<file path="config.mk">
export PLATFORM = sky130hd
export DESIGN_NAME = button_gesture_detector
export DESIGN_NICKNAME = d
export VERILOG_FILES = /design/src/hw/rtl/bgd_pkg.sv /design/src/hw/rtl/bgd_ram.sv /design/src/hw/rtl/bgd_update.sv /design/src/hw/rtl/button_gesture_detector.sv
export SDC_FILE = /design/constraint.sdc
export NUM_CORES = 1
export LEC_CHECK = 0
export ABC_AREA = 1
export BUFFER_PORTS_ARGS = -buffer_cell sky130_fd_sc_hd__buf_4
export CORE_MARGIN = 2
export CORE_UTILIZATION = 45
export CTS_CLUSTER_DIAMETER = 40
export DETAILED_ROUTE_END_ITERATION = 6
export PLACE_DENSITY_LB_ADDON = 0.3
export SYNTH_ARGS = -nofsm -noshare
export SYNTH_HDL_FRONTEND = slang
export SYNTH_HIERARCHICAL = 1
export SYNTH_SLANG_ARGS = --single-unit
</file>
<file path="constraint.sdc">
create_clock -name clk -period 8.5 [get_ports clk]
set_input_delay 1.7 -clock clk [delete_from_list [all_inputs] [get_ports clk]]
set_output_delay 1.7 -clock clk [all_outputs]
set_load 0.02 [all_outputs]
</file>
<file path="src/hw/rtl/bgd_pkg.sv">
// Shared types and constants for the button gesture detector.
// No dependencies.
package bgd_pkg;

  localparam int NUM_BUTTONS_DEF = 6;
  localparam int IDX_W = 3;
  localparam int TIME_W = 32;
  localparam int CFG_W = 16;
  localparam int CFG_IDX_W = 2;
  localparam int IN_TDATA_W = 40;
  localparam int OUT_TDATA_W = 8;

  localparam logic [CFG_IDX_W-1:0] CFG_ENABLE = 2'd0;
  localparam logic [CFG_IDX_W-1:0] CFG_CLICK_MAX = 2'd1;
  localparam logic [CFG_IDX_W-1:0] CFG_DOUBLE_CLICK = 2'd2;
  localparam logic [CFG_IDX_W-1:0] CFG_LONG_PRESS = 2'd3;

  localparam logic [CFG_W-1:0] CLICK_MAX_RST = 16'd300;
  localparam logic [CFG_W-1:0] DOUBLE_CLICK_RST = 16'd300;
  localparam logic [CFG_W-1:0] LONG_PRESS_RST = 16'd2000;

  typedef struct packed {
    logic              enable;
    logic [CFG_W-1:0]  click_max_ms;
    logic [CFG_W-1:0]  double_click_ms;
    logic [CFG_W-1:0]  long_press_ms;
  } bgd_cfg_t;

  typedef struct packed {
    logic              last_level;
    logic [TIME_W-1:0] press_stamp;
    logic [TIME_W-1:0] click_stamp;
    logic              click_pending;
    logic              hold_done;
  } bgd_state_t;

  localparam int STATE_W = $bits(bgd_state_t);

  typedef struct packed {
    logic long_press_event;
    logic double_click_event;
    logic click_event;
    logic release_event;
    logic press_event;
  } bgd_events_t;

endpackage

</file>
<file path="src/hw/rtl/bgd_ram.sv">
// Generic single-write, single-read RAM with registered read data.
// No dependencies.
module bgd_ram #(
  parameter int WIDTH = 8,
  parameter int DEPTH = 8,
  localparam int AW = (DEPTH > 1) ? $clog2(DEPTH) : 1
) (
  input  logic             clk,
  input  logic             we,
  input  logic [AW-1:0]    waddr,
  input  logic [WIDTH-1:0] wdata,
  input  logic             re,
  input  logic [AW-1:0]    raddr,
  output logic [WIDTH-1:0] rdata
);

  logic [WIDTH-1:0] mem [DEPTH];

  always_ff @(posedge clk) begin
    if (we) begin
      mem[waddr] <= wdata;
    end
    if (re) begin
      rdata <= mem[raddr];
    end
  end

endmodule

</file>
<file path="src/hw/rtl/bgd_update.sv">
// Per-button gesture update: next state and events from the stored state.
// Depends on bgd_pkg.
module bgd_update import bgd_pkg::*; (
  input  bgd_cfg_t            cfg,
  input  logic                pressed,
  input  logic [TIME_W-1:0]   now_ms,
  input  bgd_state_t          cur,
  output bgd_state_t          nxt,
  output bgd_events_t         ev
);

  logic              rise;
  logic              fall;
  logic              dbl;
  logic              click;
  logic              long_hit;
  logic              hold_mid;
  logic [TIME_W-1:0] press_mid;
  logic [TIME_W-1:0] since_click;
  logic [TIME_W-1:0] since_press;
  logic [TIME_W-1:0] held_for;

  always_comb begin
    rise        = pressed & ~cur.last_level;
    fall        = ~pressed & cur.last_level;
    since_click = now_ms - cur.click_stamp;
    since_press = now_ms - cur.press_stamp;
    dbl         = rise & cur.click_pending &
                  (since_click < TIME_W'(cfg.double_click_ms));
    click       = fall & (since_press < TIME_W'(cfg.click_max_ms));
    press_mid   = rise ? now_ms : cur.press_stamp;
    hold_mid    = rise ? 1'b0 : cur.hold_done;
    held_for    = now_ms - press_mid;
    long_hit    = pressed & ~hold_mid & (held_for >= TIME_W'(cfg.long_press_ms));

    nxt.last_level    = pressed;
    nxt.press_stamp   = press_mid;
    nxt.click_stamp   = click ? now_ms : cur.click_stamp;
    nxt.hold_done     = hold_mid | long_hit;
    if (dbl) begin
      nxt.click_pending = 1'b0;
    end else if (fall) begin
      nxt.click_pending = click;
    end else begin
      nxt.click_pending = cur.click_pending;
    end

    ev.press_event        = rise;
    ev.release_event      = fall;
    ev.click_event        = click;
    ev.double_click_event = dbl;
    ev.long_press_event   = long_hit;
  end

endmodule

</file>
<file path="src/hw/rtl/button_gesture_detector.sv">
// Button gesture detector top level: config registers, state RAM pipeline,
// output register. Depends on bgd_pkg, bgd_ram and bgd_update.
//
// Usage: each input transaction on s_* carries one button sample
// (index, level, millisecond timestamp); each produces exactly one output
// transaction on m_* with five event flags. Per-button state lives in a
// RAM of NUM_BUTTONS entries read in the accept cycle and written back
// when the result moves to the output register; a write-forwarding
// register covers back-to-back samples of the same button.
// Path: an accepted sample is registered into the RAM stage (s1), then into
// the output register, which raises m_tvalid and holds it until taken.
// Throughput: one sample per cycle while m_tready does not stall the output, set by the single RAM read/write pass.
// Reset: config returns to enable=1, click 300 ms, double click 300 ms,
// long press 2000 ms; per-entry valid bits make every button read as
// released with zero stamps, so no clearing pass is needed.
// Stall: the output register holds while m_tready is low; one more
// sample waits in the RAM stage, after which s_tready drops.
// Disabled block or index out of range: all flags zero, state untouched.
// Configuration is written through cfg_we/cfg_index/cfg_wdata while idle.
module button_gesture_detector import bgd_pkg::*; #(
  parameter int NUM_BUTTONS = NUM_BUTTONS_DEF
) (
  input  logic                   clk,
  input  logic                   rst,
  input  logic                   cfg_we,
  input  logic [CFG_IDX_W-1:0]   cfg_index,
  input  logic [CFG_W-1:0]       cfg_wdata,
  input  logic                   s_tvalid,
  output logic                   s_tready,
  // [2:0] button_index, [3] pressed, [35:4] now_ms, [39:36] zero
  input  logic [IN_TDATA_W-1:0]  s_tdata,
  output logic                   m_tvalid,
  input  logic                   m_tready,
  // [0] press_event, [1] release_event, [2] click_event,
  // [3] double_click_event, [4] long_press_event, [7:5] zero
  output logic [OUT_TDATA_W-1:0] m_tdata
);

  localparam int AW = (NUM_BUTTONS > 1) ? $clog2(NUM_BUTTONS) : 1;

  bgd_cfg_t          cfg;
  logic              s_accept;
  logic              s1_valid;
  logic [IDX_W-1:0]  s1_idx;
  logic              s1_pressed;
  logic [TIME_W-1:0] s1_now;
  logic              s1_fire;
  logic              s1_in_range;
  logic              s1_active;
  logic [AW-1:0]     s1_addr;
  logic [STATE_W-1:0] ram_rdata;
  logic [NUM_BUTTONS-1:0] entry_valid;
  logic              wr_valid;
  logic [AW-1:0]     wr_addr;
  bgd_state_t        wr_data;
  bgd_state_t        st_cur;
  bgd_state_t        st_nxt;
  bgd_events_t       ev;
  bgd_events_t       out_ev;

  always_ff @(posedge clk) begin
    if (rst) begin
      cfg.enable          <= 1'b1;
      cfg.click_max_ms    <= CLICK_MAX_RST;
      cfg.double_click_ms <= DOUBLE_CLICK_RST;
      cfg.long_press_ms   <= LONG_PRESS_RST;
    end else if (cfg_we) begin
      case (cfg_index)
        CFG_ENABLE:       cfg.enable          <= cfg_wdata[0];
        CFG_CLICK_MAX:    cfg.click_max_ms    <= cfg_wdata;
        CFG_DOUBLE_CLICK: cfg.double_click_ms <= cfg_wdata;
        CFG_LONG_PRESS:   cfg.long_press_ms   <= cfg_wdata;
        default: ;
      endcase
    end
  end

  assign s1_fire  = s1_valid && (!m_tvalid || m_tready);
  assign s_tready = !s1_valid || s1_fire;
  assign s_accept = s_tvalid && s_tready;

  always_ff @(posedge clk) begin
    if (rst) begin
      s1_valid <= 1'b0;
    end else if (s_tready) begin
      s1_valid <= s_tvalid;
    end
  end

  always_ff @(posedge clk) begin
    if (s_accept) begin
      s1_idx     <= s_tdata[2:0];
      s1_pressed <= s_tdata[3];
      s1_now     <= s_tdata[35:4];
    end
  end

  bgd_ram #(
    .WIDTH(STATE_W),
    .DEPTH(NUM_BUTTONS)
  ) u_state_ram (
    .clk   (clk),
    .we    (s1_fire && s1_active),
    .waddr (s1_addr),
    .wdata (st_nxt),
    .re    (s_accept),
    .raddr (AW'(s_tdata[2:0])),
    .rdata (ram_rdata)
  );

  assign s1_addr     = AW'(s1_idx);
  assign s1_in_range = 32'(s1_idx) < NUM_BUTTONS;
  assign s1_active   = cfg.enable && s1_in_range;

  always_comb begin
    if (wr_valid && wr_addr == s1_addr) begin
      st_cur = wr_data;
    end else if (s1_in_range && entry_valid[s1_addr]) begin
      st_cur = bgd_state_t'(ram_rdata);
    end else begin
      st_cur = '0;
    end
  end

  bgd_update u_update (
    .cfg     (cfg),
    .pressed (s1_pressed),
    .now_ms  (s1_now),
    .cur     (st_cur),
    .nxt     (st_nxt),
    .ev      (ev)
  );

  always_ff @(posedge clk) begin
    if (rst) begin
      entry_valid <= '0;
      wr_valid    <= 1'b0;
    end else if (s1_fire && s1_active) begin
      entry_valid[s1_addr] <= 1'b1;
      wr_valid             <= 1'b1;
    end
  end

  always_ff @(posedge clk) begin
    if (s1_fire && s1_active) begin
      wr_addr <= s1_addr;
      wr_data <= st_nxt;
    end
  end

  always_ff @(posedge clk) begin
    if (rst) begin
      m_tvalid <= 1'b0;
    end else if (s1_fire) begin
      m_tvalid <= 1'b1;
    end else if (m_tready) begin
      m_tvalid <= 1'b0;
    end
  end

  always_ff @(posedge clk) begin
    if (s1_fire) begin
      out_ev <= s1_active ? ev : '0;
    end
  end

  assign m_tdata = {3'b000, out_ev};

  a_no_press_and_release: assert property (@(posedge clk) disable iff (rst)
    m_tvalid |-> !(out_ev.press_event && out_ev.release_event))
    else $error("press and release flagged on one sample");

  a_click_needs_release: assert property (@(posedge clk) disable iff (rst)
    m_tvalid && out_ev.click_event |-> out_ev.release_event)
    else $error("click without release");

  a_double_needs_press: assert property (@(posedge clk) disable iff (rst)
    m_tvalid && out_ev.double_click_event |-> out_ev.press_event)
    else $error("double click without press");

  a_ready_when_out_free: assert property (@(posedge clk) disable iff (rst)
    !m_tvalid |-> s_tready)
    else $error("input stalled with empty output register");

  a_accept_reaches_s1: assert property (@(posedge clk) disable iff (rst)
    s_accept |=> s1_valid)
    else $error("accepted sample lost before RAM stage");

endmodule

</file>
---- After elaboration in Yosys (flattened, before gate mapping) ----
Memory sizes are Yosys's and may differ from the RTL's. A register that Yosys moved wholly into a read port is not among the register bits.
Cells that the tools add are included.
operators by class
  $mul .................................... 0
  add/sub/neg operators ................... 3
  $lt $le $gt $ge ......................... 6
  shifts and indexed selects .............. 0
  reduce and logical (&&, ||, !) cells .... 17
  div/mod/pow operators ................... 0
  equality and inequality tests ........... 4
  bitwise logic cells ..................... 12
  muxes and demuxes ....................... 15
operators by type and width
  kind                                                                                  number
  67-bit 2-to-1 mux                                                                     2
  32-bit subtractor                                                                     3
  32-bit by 16-bit < comparator with 1-bit output                                       2
  32-bit 2-to-1 mux                                                                     2
  32-bit by 16-bit greater-or-equal comparator with 1-bit output                        1
  1-bit 2-to-1 mux                                                                      9
  2-bit AND reduction                                                                   4
  1-bit AND                                                                             7
  1-bit logical AND                                                                     7
  6-bit OR                                                                              1
  2-bit == test (second input constant)                                                 2
  3-bit by 4-bit < comparator with 1-bit output (second input constant)                 1
  1-bit binary-select mux with 3-bit select                                             1
  1-bit demux with 3-bit select                                                         1
  3-bit == test                                                                         1
  3-bit by 1-bit greater-or-equal comparator with 1-bit output (second input constant)  1
  3-bit < comparator (second input constant)                                            1
  1-bit NOT                                                                             3
  2-bit by 1-bit == test with 1-bit output (second input constant)                      1
  1-bit zero test                                                                       2
  2-bit zero test                                                                       1
  1-bit logical OR                                                                      2
  2-bit nonzero test                                                                    1
  1-bit OR                                                                              1
storage, ports and cells
  memories ................................ 1
  memory bits (read-only) ................. 0
  input port bits ......................... 63
  logic and storage cells ................. 80
  latch bits .............................. 0
  output and inout bits ................... 10
  register bits ........................... 169
  memory bits (writable) .................. 402
memories
  memory           words  bits a word  read ports  clocked after memory_dff  write ports  RTL line       source
  u_state_ram.mem  6      67           1           1                         1            bgd_ram.sv:17  logic [WIDTH-1:0] mem [DEPTH];

---- Longest topological paths before layout ----
Gate-level depths: netlist of run 1.
  word-level depth ........................ 12
  depth in mapped cells ................... 44
  depth with buffers taken out ............ 39

---- By module ----
Netlist of run 1, hierarchy kept.
by module, submodules not included
  module                   instances  area an instance (um^2)  cells each  sequential area each (um^2)
  bgd_ram                  1          17,604.4                 1,296       14,083.5
  bgd_update               1          8,948.6                  1,761       0.0
  button_gesture_detector  1          6,959.2                  778         4,494.3

---- Least setup slack after synthesis of run 1 ----
Ideal clock, no wire load.
  kind .................................... input-to-reg
  start point ............................. input m_tready
  end point ............................... memory u_state_ram/mem[1][0] in the netlist's numbering (enable)
  setup time .............................. 0.493 ns
  path buffers ............................ 0
  setup slack ............................. 0.931 ns
  cell stages on the path ................. 6
  data required time ...................... 8.007 ns
  data arrival time ....................... 7.076 ns
  path through ............................ inv_1 -> nand2_1 -> nand2_1 -> nor2_2 -> nand2_1 -> nor2_1
on the way
  cells in the longest elaborated chain, start to end .. 5
RTL lines
  element                                 RTL line                        source
  start, declared                         button_gesture_detector.sv:33   input logic m_tready,
  1-bit logical OR                        button_gesture_detector.sv:78   assign s1_fire = s1_valid && (!m_tvalid || m_tready);
  1-bit logical AND                       button_gesture_detector.sv:78
  1-bit logical AND                       button_gesture_detector.sv:103  .we (s1_fire && s1_active),
  1-bit 2-to-1 mux                        bgd_ram.sv:20                   if (we) begin
  1-bit 2-to-1 mux (implied by the code)  bgd_ram.sv:21                   mem[waddr] <= wdata;
  end, declared                           bgd_ram.sv:17
No other way between the ends.

==> flow_metrics.py, run 1 <==
metrics = {
    "clock_network": {
        "cts_sinks": 638,
        "cts_resized": 0,
        "postCtsHoldBufs": 0,
        "tritoncts.num_buffers": 89,
        "clk_pin_slew_ps": 50,
        "postCtsSetupBuffers": 0,
        "h-tree-depth": 3,
        "cts_buffer_depth": 3,
        "root_buffer": "clkbuf_16",
        "clkLatencyLatePin_ps": 660,
        "cts_tree": "built",
    },
    "global_route": {
        "grt_pass1_vias": 24200,
        "grt-ovfl-total": 0,
        "antenna_found_initial": 1,
        "grtUsageTotal_pct": 24.4,
        "grt_max_degree": 129,
        "grt_pass1_wl_mm": 144,
    },
    "synth": {
        "synth_xor_area_share_pct": 1.20,
        "avgSynthCellArea_sq_um": 8.74,
        "yosysTopAreaCellShare_pct": 52.0,
        "synth_common_cells": "nand2_1, edfxtp_1, nor2_1, inv_1, nand3_1",
        "ys_types": 47,
        "seq_area_frac_synth_pct": 55.4,
        "synthCells": 3835,
        "synth_area_leaders": "edfxtp_1, nand2_1, nor2_1, nand3_1, ha_1",
        "synth_top_family_by_area": "simple AND/OR/NAND/NOR gates",
        "yosys.area.top_type": "edfxtp_1",
        "synthesis.area_sq_um": 33500,
        "synthMostInstantiatedCell": "nand2_1",
        "ys_warn_count": 6,
        "synth-compound-area-share_pct": 6.03,
        "synthFlopType": "edfxtp_1",
        "synth-async-reset-ratio_pct": 0,
        "synth_seq_cells": 638,
        "yosys.area_share.simple_pct": 25.4,
        "synth_edf_count": 580,
        "synthMuxAreaShare_pct": 0,
        "synthAdderAreaFrac_pct": 4.94,
    },
    "outcome": {
        "status": "complete, no violations",
    },
    "routing": {
        "first_pass_iters": 6,
        "routedWlPerCell_um": 19.3,
        "via_per_inst": 5.34,
        "drc": 0,
        "wl_mm": 95.2,
        "ant_nets": 0,
        "drt_iter0_drc": 2561,
        "vias": 26300,
    },
    "hold_path": {
        "min_from": "cfg[34]$_SDFFE_PP1P_",
        "hold_path_depth": 2,
        "holdPathEnd": "cfg[34]$_SDFFE_PP1P_",
        "hp-class": "flop to flop",
    },
    "worst_setup_path": {
        "ff2ff_setup_slack_ps": 1940,
        "critPathSlowestCell": "o21ai_0",
        "crit_fanout": 35,
        "cp-end-kind": "flop",
        "slowest_delay_ps": 890,
        "regToRegEndpoint": "u_state_ram/mem[5][0]$_DFFE_PP_",
        "r2r-start": "s1_addr[0]$_DFFE_PP_",
        "critPathMostFrequentCell": "nand2_1",
        "criticalPathCategory": "flop to flop",
        "required_ps": 8840,
        "start_kind": "flop",
        "cp_data_arrival_time_ps": 6900,
        "r2r.worst_path.cells": 32,
    },
    "place": {
        "place_area_sq_um": 34800,
        "portBuffers": 65,
        "dp_cells": 4764,
        "gp_congestion": 0.984,
        "dp_hpwl_mm": 63.1,
    },
    "timing": {
        "fin_skew_ps": 45.5,
        "tns_ps": 0,
        "fmax_mhz": 152,
        "slew_headroom_pct": 26.7,
        "slew_viol_final": 0,
        "tightest_slew_ps": 1100,
        "setup_viol": 0,
        "hold_viol": 0,
        "layout_min_cycle_time_ps": 6560,
        "rsz0062_at_grt": "false",
        "period_share_pct": 77.2,
    },
    "final_layout": {
        "postLayoutCellArea_sq_um": 37900,
        "seq_area_sq_um": 18600,
        "diodes": 0,
        "instances_no_fill": 4927,
        "drive_above_1_share_pct": 7.15,
        "nNetsFinal": 4080,
        "fillerInstances": 6865,
        "multiInputGateArea_sq_um": 12700,
        "final_util_pct": 51.1,
        "syn2layout_area_growth_pct": 13.0,
    },
    "floorplan": {
        "core_sq_um": 74100,
        "io_pins": 73,
        "initial_core_util_pct": 45.2,
        "dieArea_sq_um": 76700,
        "rows": 100,
        "fp.dieH_um": 277,
        "die_w_um": 277,
    },
    "power_and_ir_drop": {
        "ir_drop_mv": 0.164,
        "power_mw": 8.53,
        "p_per_area_nw_per_um2": 225,
        "p_leak_nw": 15.8,
    },
    "flow_run": {
        "drv_cap": 0,
    },
}
-- metal layers --
layer | vias up | wire length, um | GRT usage [%]
li1 | 12800 | - | -
met1 | 12300 | 42000 | 34.3
met2 | 972 | 43200 | 38.5
met3 | 159 | 6910 | 3.90
met4 | 0 | 3060 | 8.61
met5 | - | 0 | 0
-- cell families (layout without fill, tap and decap cells) --
family          after synthesis  after routing
simple gates               2068           2068
fa+ha+maj                   131            131
flops                       638            638
other cells                   1              3
buf+inv                     567            688
xor+xnor                     46             46
compound gates              384            384
-- worst max-delay path: cells and delay by family (launching register included) --
kind,cells,cell delay (ps)
adders and majority gates,2,660
xor gates and xnor gates,1,210
AOI/OAI and AO/OA,4,1360
DFF,1,550
buffers and inverters,4,460
and+or+nand+nor,21,2990
-- metrics by stage --
| stage | setup WS, ps | hold WS [ps] |
|---|---|---|
| after detailed placement | 2130 | 444 |
| after global routing | 1380 | 483 |
| after global placement | 2260 | 442 |
| after floorplan | 931 | 429 |
| final | 1940 | 457 |
| after CTS | 2070 | 456 |
-- cell usage in the layout (no fill, tap or decap), types with 5 or more instances in the layout --
cell type and count:
o21a_1 7, nand3b_1 10, inv_2 9, dfxtp_1 58, a21boi_0 6, nor2_4 9
inv_6 13, clkinv_4 8, clkbuf_16 91, inv_4 5, clkbuf_1 10, xor2_1 39
inv_1 418, nor2_1 442, nor3_1 29, buf_4 93, nand2_1 1163, o21bai_1 6
nand4_1 60, edfxtp_1 580, clkinv_2 7, a21oi_1 149, xnor2_1 7, o21ai_0 191
clkinvlp_4 11, nand2_2 6, ha_1 129, a211oi_1 6, bufinv_16 9, nand3_1 331
-- state kept, by name, summed over array words and instances, names as in the netlist, 3 cells and up --
name	flops
wr_addr	3
u_state_ram/mem	402
entry_valid	6
wr_data	67
u_state_ram/rdata	67
cfg	49
s1_addr	3
m_tdata	5
s1_now	32
-- cell type report --
type | instances | area share, %
inverter | 430 | 4.29
timing repair buffer | 95 | 1.93
clock buffer | 102 | 6.15
tap | 969 | 3.20
multi-input combinational | 2632 | 33.4
clock inverter | 61 | 1.94
sequential | 638 | 49.1
-- how the worst max path moves through the flow --
| stage | endpoint | slack (ps) | cells past startpoint | start |
|---|---|---|---|---|
| global placement | u_state_ram/mem[4][0]$_DFFE_PP_ | 2260 | 32 | s1_addr[0]$_DFFE_PP_ |
| detailed placement | u_state_ram/mem[4][0]$_DFFE_PP_ | 2130 | 32 | s1_addr[0]$_DFFE_PP_ |
| finish | u_state_ram/mem[5][0]$_DFFE_PP_ | 1940 | 32 | s1_addr[0]$_DFFE_PP_ |
| global route | u_state_ram/mem[3][0]$_DFFE_PP_ | 1380 | 32 | s1_addr[0]$_DFFE_PP_ |
| floorplan | u_state_ram/mem[1][0]$_DFFE_PP_ | 930 | 6 | m_tready |
| CTS | u_state_ram/mem[5][0]$_DFFE_PP_ | 2070 | 32 | s1_addr[0]$_DFFE_PP_ |
-- where the power goes --
part / leakage [nW] / total [mW] / switching [mW] / internal, mW
logic: 8.48 / 1.18 / 0.825 / 0.360
registers: 5.88 / 3.59 / 0.0569 / 3.53
clock network: 1.46 / 3.76 / 1.47 / 2.29
(Power assumes the default switching activity.)
==> inputs of run 2 (changes only) <==
==> constraint.sdc (replaced) <==
create_clock -name clk -period 6.5 [get_ports clk]
set_input_delay 1.3 -clock clk [delete_from_list [all_inputs] [get_ports clk]]
set_output_delay 1.3 -clock clk [all_outputs]
set_load 0.02 [all_outputs]
==> run 2 against run 1 <==
Worst hold slack got worse by 2.8 ps; highest routed layer unchanged; cell count is 0.12% lower; global-route usage about the same; routed wire length down 0.36%.
==> flow_metrics.py, run 2 (same netlist as run 1, synthesis figures left out) <==
metrics = {
    "worst_setup_path": {
        "critPathSlowestCell": "o21ai_0",
        "regToRegEndpoint": "m_tdata[4]$_SDFFCE_PN0P_",
        "cp_data_arrival_time_ps": 6310,
        "r2r-start": "s1_addr[0]$_DFFE_PP_",
        "critPathMostFrequentCell": "nand2_1",
        "cp_top_family": "simple AND/OR/NAND/NOR gates",
        "slowest_delay_ps": 630,
        "start_kind": "flop",
        "required_ps": 6880,
        "ff2ff_setup_slack_ps": 560,
        "crit_buf_inv": 7,
        "crit_fanout": 11,
        "r2r.worst_path.cells": 38,
        "criticalPathCategory": "flop to flop",
        "cp-end-kind": "flop",
    },
    "floorplan": {
        "core_sq_um": 74100,
        "dieArea_sq_um": 76700,
        "io_pins": 73,
        "rows": 100,
        "die_w_um": 277,
        "initial_core_util_pct": 45.2,
        "fp.dieH_um": 277,
    },
    "routing": {
        "vias": 26400,
        "ant_nets": 0,
        "first_pass_iters": 6,
        "drt_iter0_drc": 2376,
        "wl_mm": 94.9,
        "via_per_inst": 5.37,
        "drc": 0,
        "routedWlPerCell_um": 19.3,
    },
    "timing": {
        "fin_ws_ps": 563,
        "setup_viol": 0,
        "tns_ps": 0,
        "tightest_slew_ps": 1250,
        "fmax_mhz": 168,
        "period_share_pct": 91.3,
        "fin_skew_ps": 27.8,
        "rsz0062_at_grt": "false",
        "hold_viol": 0,
        "slew_headroom_pct": 16.6,
        "layout_min_cycle_time_ps": 5940,
        "slew_viol_final": 0,
    },
    "hold_path": {
        "hold_path_depth": 2,
        "hp-class": "flop to flop",
        "min_from": "entry_valid[3]$_SDFFE_PP0P_",
        "holdPathEnd": "entry_valid[3]$_SDFFE_PP0P_",
    },
    "clock_network": {
        "cts_tree": "built",
        "clk_pin_slew_ps": 50,
        "cts_buffer_depth": 3,
        "cts_sinks": 638,
        "postCtsHoldBufs": 0,
        "cts_resized": 0,
        "h-tree-depth": 3,
        "postCtsSetupBuffers": 0,
        "tritoncts.num_buffers": 84,
        "clkLatencyLatePin_ps": 650,
        "root_buffer": "clkbuf_16",
    },
    "global_route": {
        "grtUsageTotal_pct": 24.4,
        "grt-ovfl-total": 0,
        "antenna_found_initial": 1,
        "grt_max_degree": 135,
        "grt_pass1_wl_mm": 144,
        "grt_pass1_vias": 24300,
    },
    "flow_run": {
        "drv_cap": 0,
    },
    "final_layout": {
        "nNetsFinal": 4076,
        "mostFrequentLayoutCells": "nand2_1, edfxtp_1, nor2_1",
        "drive_above_1_share_pct": 7.03,
        "fillerInstances": 6809,
        "largest_register_ffs": 402,
        "diodes": 0,
        "regMostFlops": "u_state_ram/mem",
        "reg_top3": "u_state_ram/mem (402), u_state_ram/rdata (67), wr_data (67)",
        "syn2layout_area_growth_pct": 13.2,
        "layout_commonest_cell": "nand2_1",
    },
    "place": {
        "gp_congestion": 0.992,
        "dp_hpwl_mm": 62.3,
        "portBuffers": 65,
        "place_ws_ps": 746,
    },
    "power_and_ir_drop": {
        "p_per_area_nw_per_um2": 293,
        "p_leak_nw": 15.8,
        "ir_drop_mv": 0.214,
    },
    "outcome": {
        "status": "complete, no violations",
    },
}
-- run 2: cell count changes in the layout (fill, tap and decap cells not counted), moves of 2 or more --
cell / delta
bufinv_16: +4
clkinv_2: +2
clkbuf_16: -6
clkinv_16: +2
inv_4: -2
clkinv_4: -3
buf_12: +8
buf_4: -7
clkinv_1: +3
clkinvlp_4: -2
clkbuf_1: -4
inv_16: -2
-- run 2: power by group --
| part | internal, mW | switching, mW |
|---|---|---|
| clock network | 2.97 | 1.88 |
| registers | 4.62 | 0.0770 |
| logic | 0.478 | 1.08 |
-- run 2: how the worst max path moves through the flow --
stage               cells after the start                               to  slack (ps)                 start
floorplan                               6  u_state_ram/mem[1][0]$_DFFE_PP_        -670              m_tready
CTS                                    38         m_tdata[4]$_SDFFCE_PN0P_         670  s1_addr[0]$_DFFE_PP_
finish                                 38         m_tdata[4]$_SDFFCE_PN0P_         560  s1_addr[0]$_DFFE_PP_
global route                           34         m_tdata[4]$_SDFFCE_PN0P_          40  s1_addr[0]$_DFFE_PP_
detailed placement                     34         m_tdata[4]$_SDFFCE_PN0P_         750  s1_addr[0]$_DFFE_PP_
global placement                       34         m_tdata[4]$_SDFFCE_PN0P_         810  s1_addr[0]$_DFFE_PP_
-- run 2: per-stage QoR --
stage	power [mW]	instance area (sq um)	instances	utilization [%]	hold WS [ps]
2_1_floorplan	5.81	33500	3837	-	429
3_3_place_gp	6.28	34900	4765	47.1	441
3_5_place_dp	6.30	34900	4765	47.1	447
4_1_cts	11.2	37900	4921	51.2	460
5_1_grt	11.5	37900	4921	51.2	484
6_report	11.1	37900	4921	51.2	455
-- run 2: area by class of cell --
| type | instances | area (sq um) | area share [%] |
|---|---|---|---|
| Clock inverter | 65 | 865 | 2.28 |
| Multi-Input combinational cell | 2632 | 12700 | 33.4 |
| Clock buffer | 91 | 2150 | 5.67 |
| Inverter | 430 | 1620 | 4.28 |
| Timing Repair Buffer | 96 | 837 | 2.21 |
| Tap cell | 969 | 1210 | 3.20 |
| Sequential cell | 638 | 18600 | 49.0 |
-- run 2: worst register-to-register path, delay by kind of cell, from the launching register on --
kind / cells / cell delay (ps)
fa+ha+maj: 3 / 730
xor+xnor: 1 / 190
compound gates: 3 / 950
buf+inv: 7 / 850
flops: 1 / 560
simple gates: 24 / 2400
-- run 2: layer usage --
layer,part of all wire [%],up-vias,GRT usage [%]
li1,-,12800,-
met1,45,12500,35.1
met2,45,936,38.3
met3,6.8,149,3.09
met4,3.0,0,8.29
met5,0,-,0
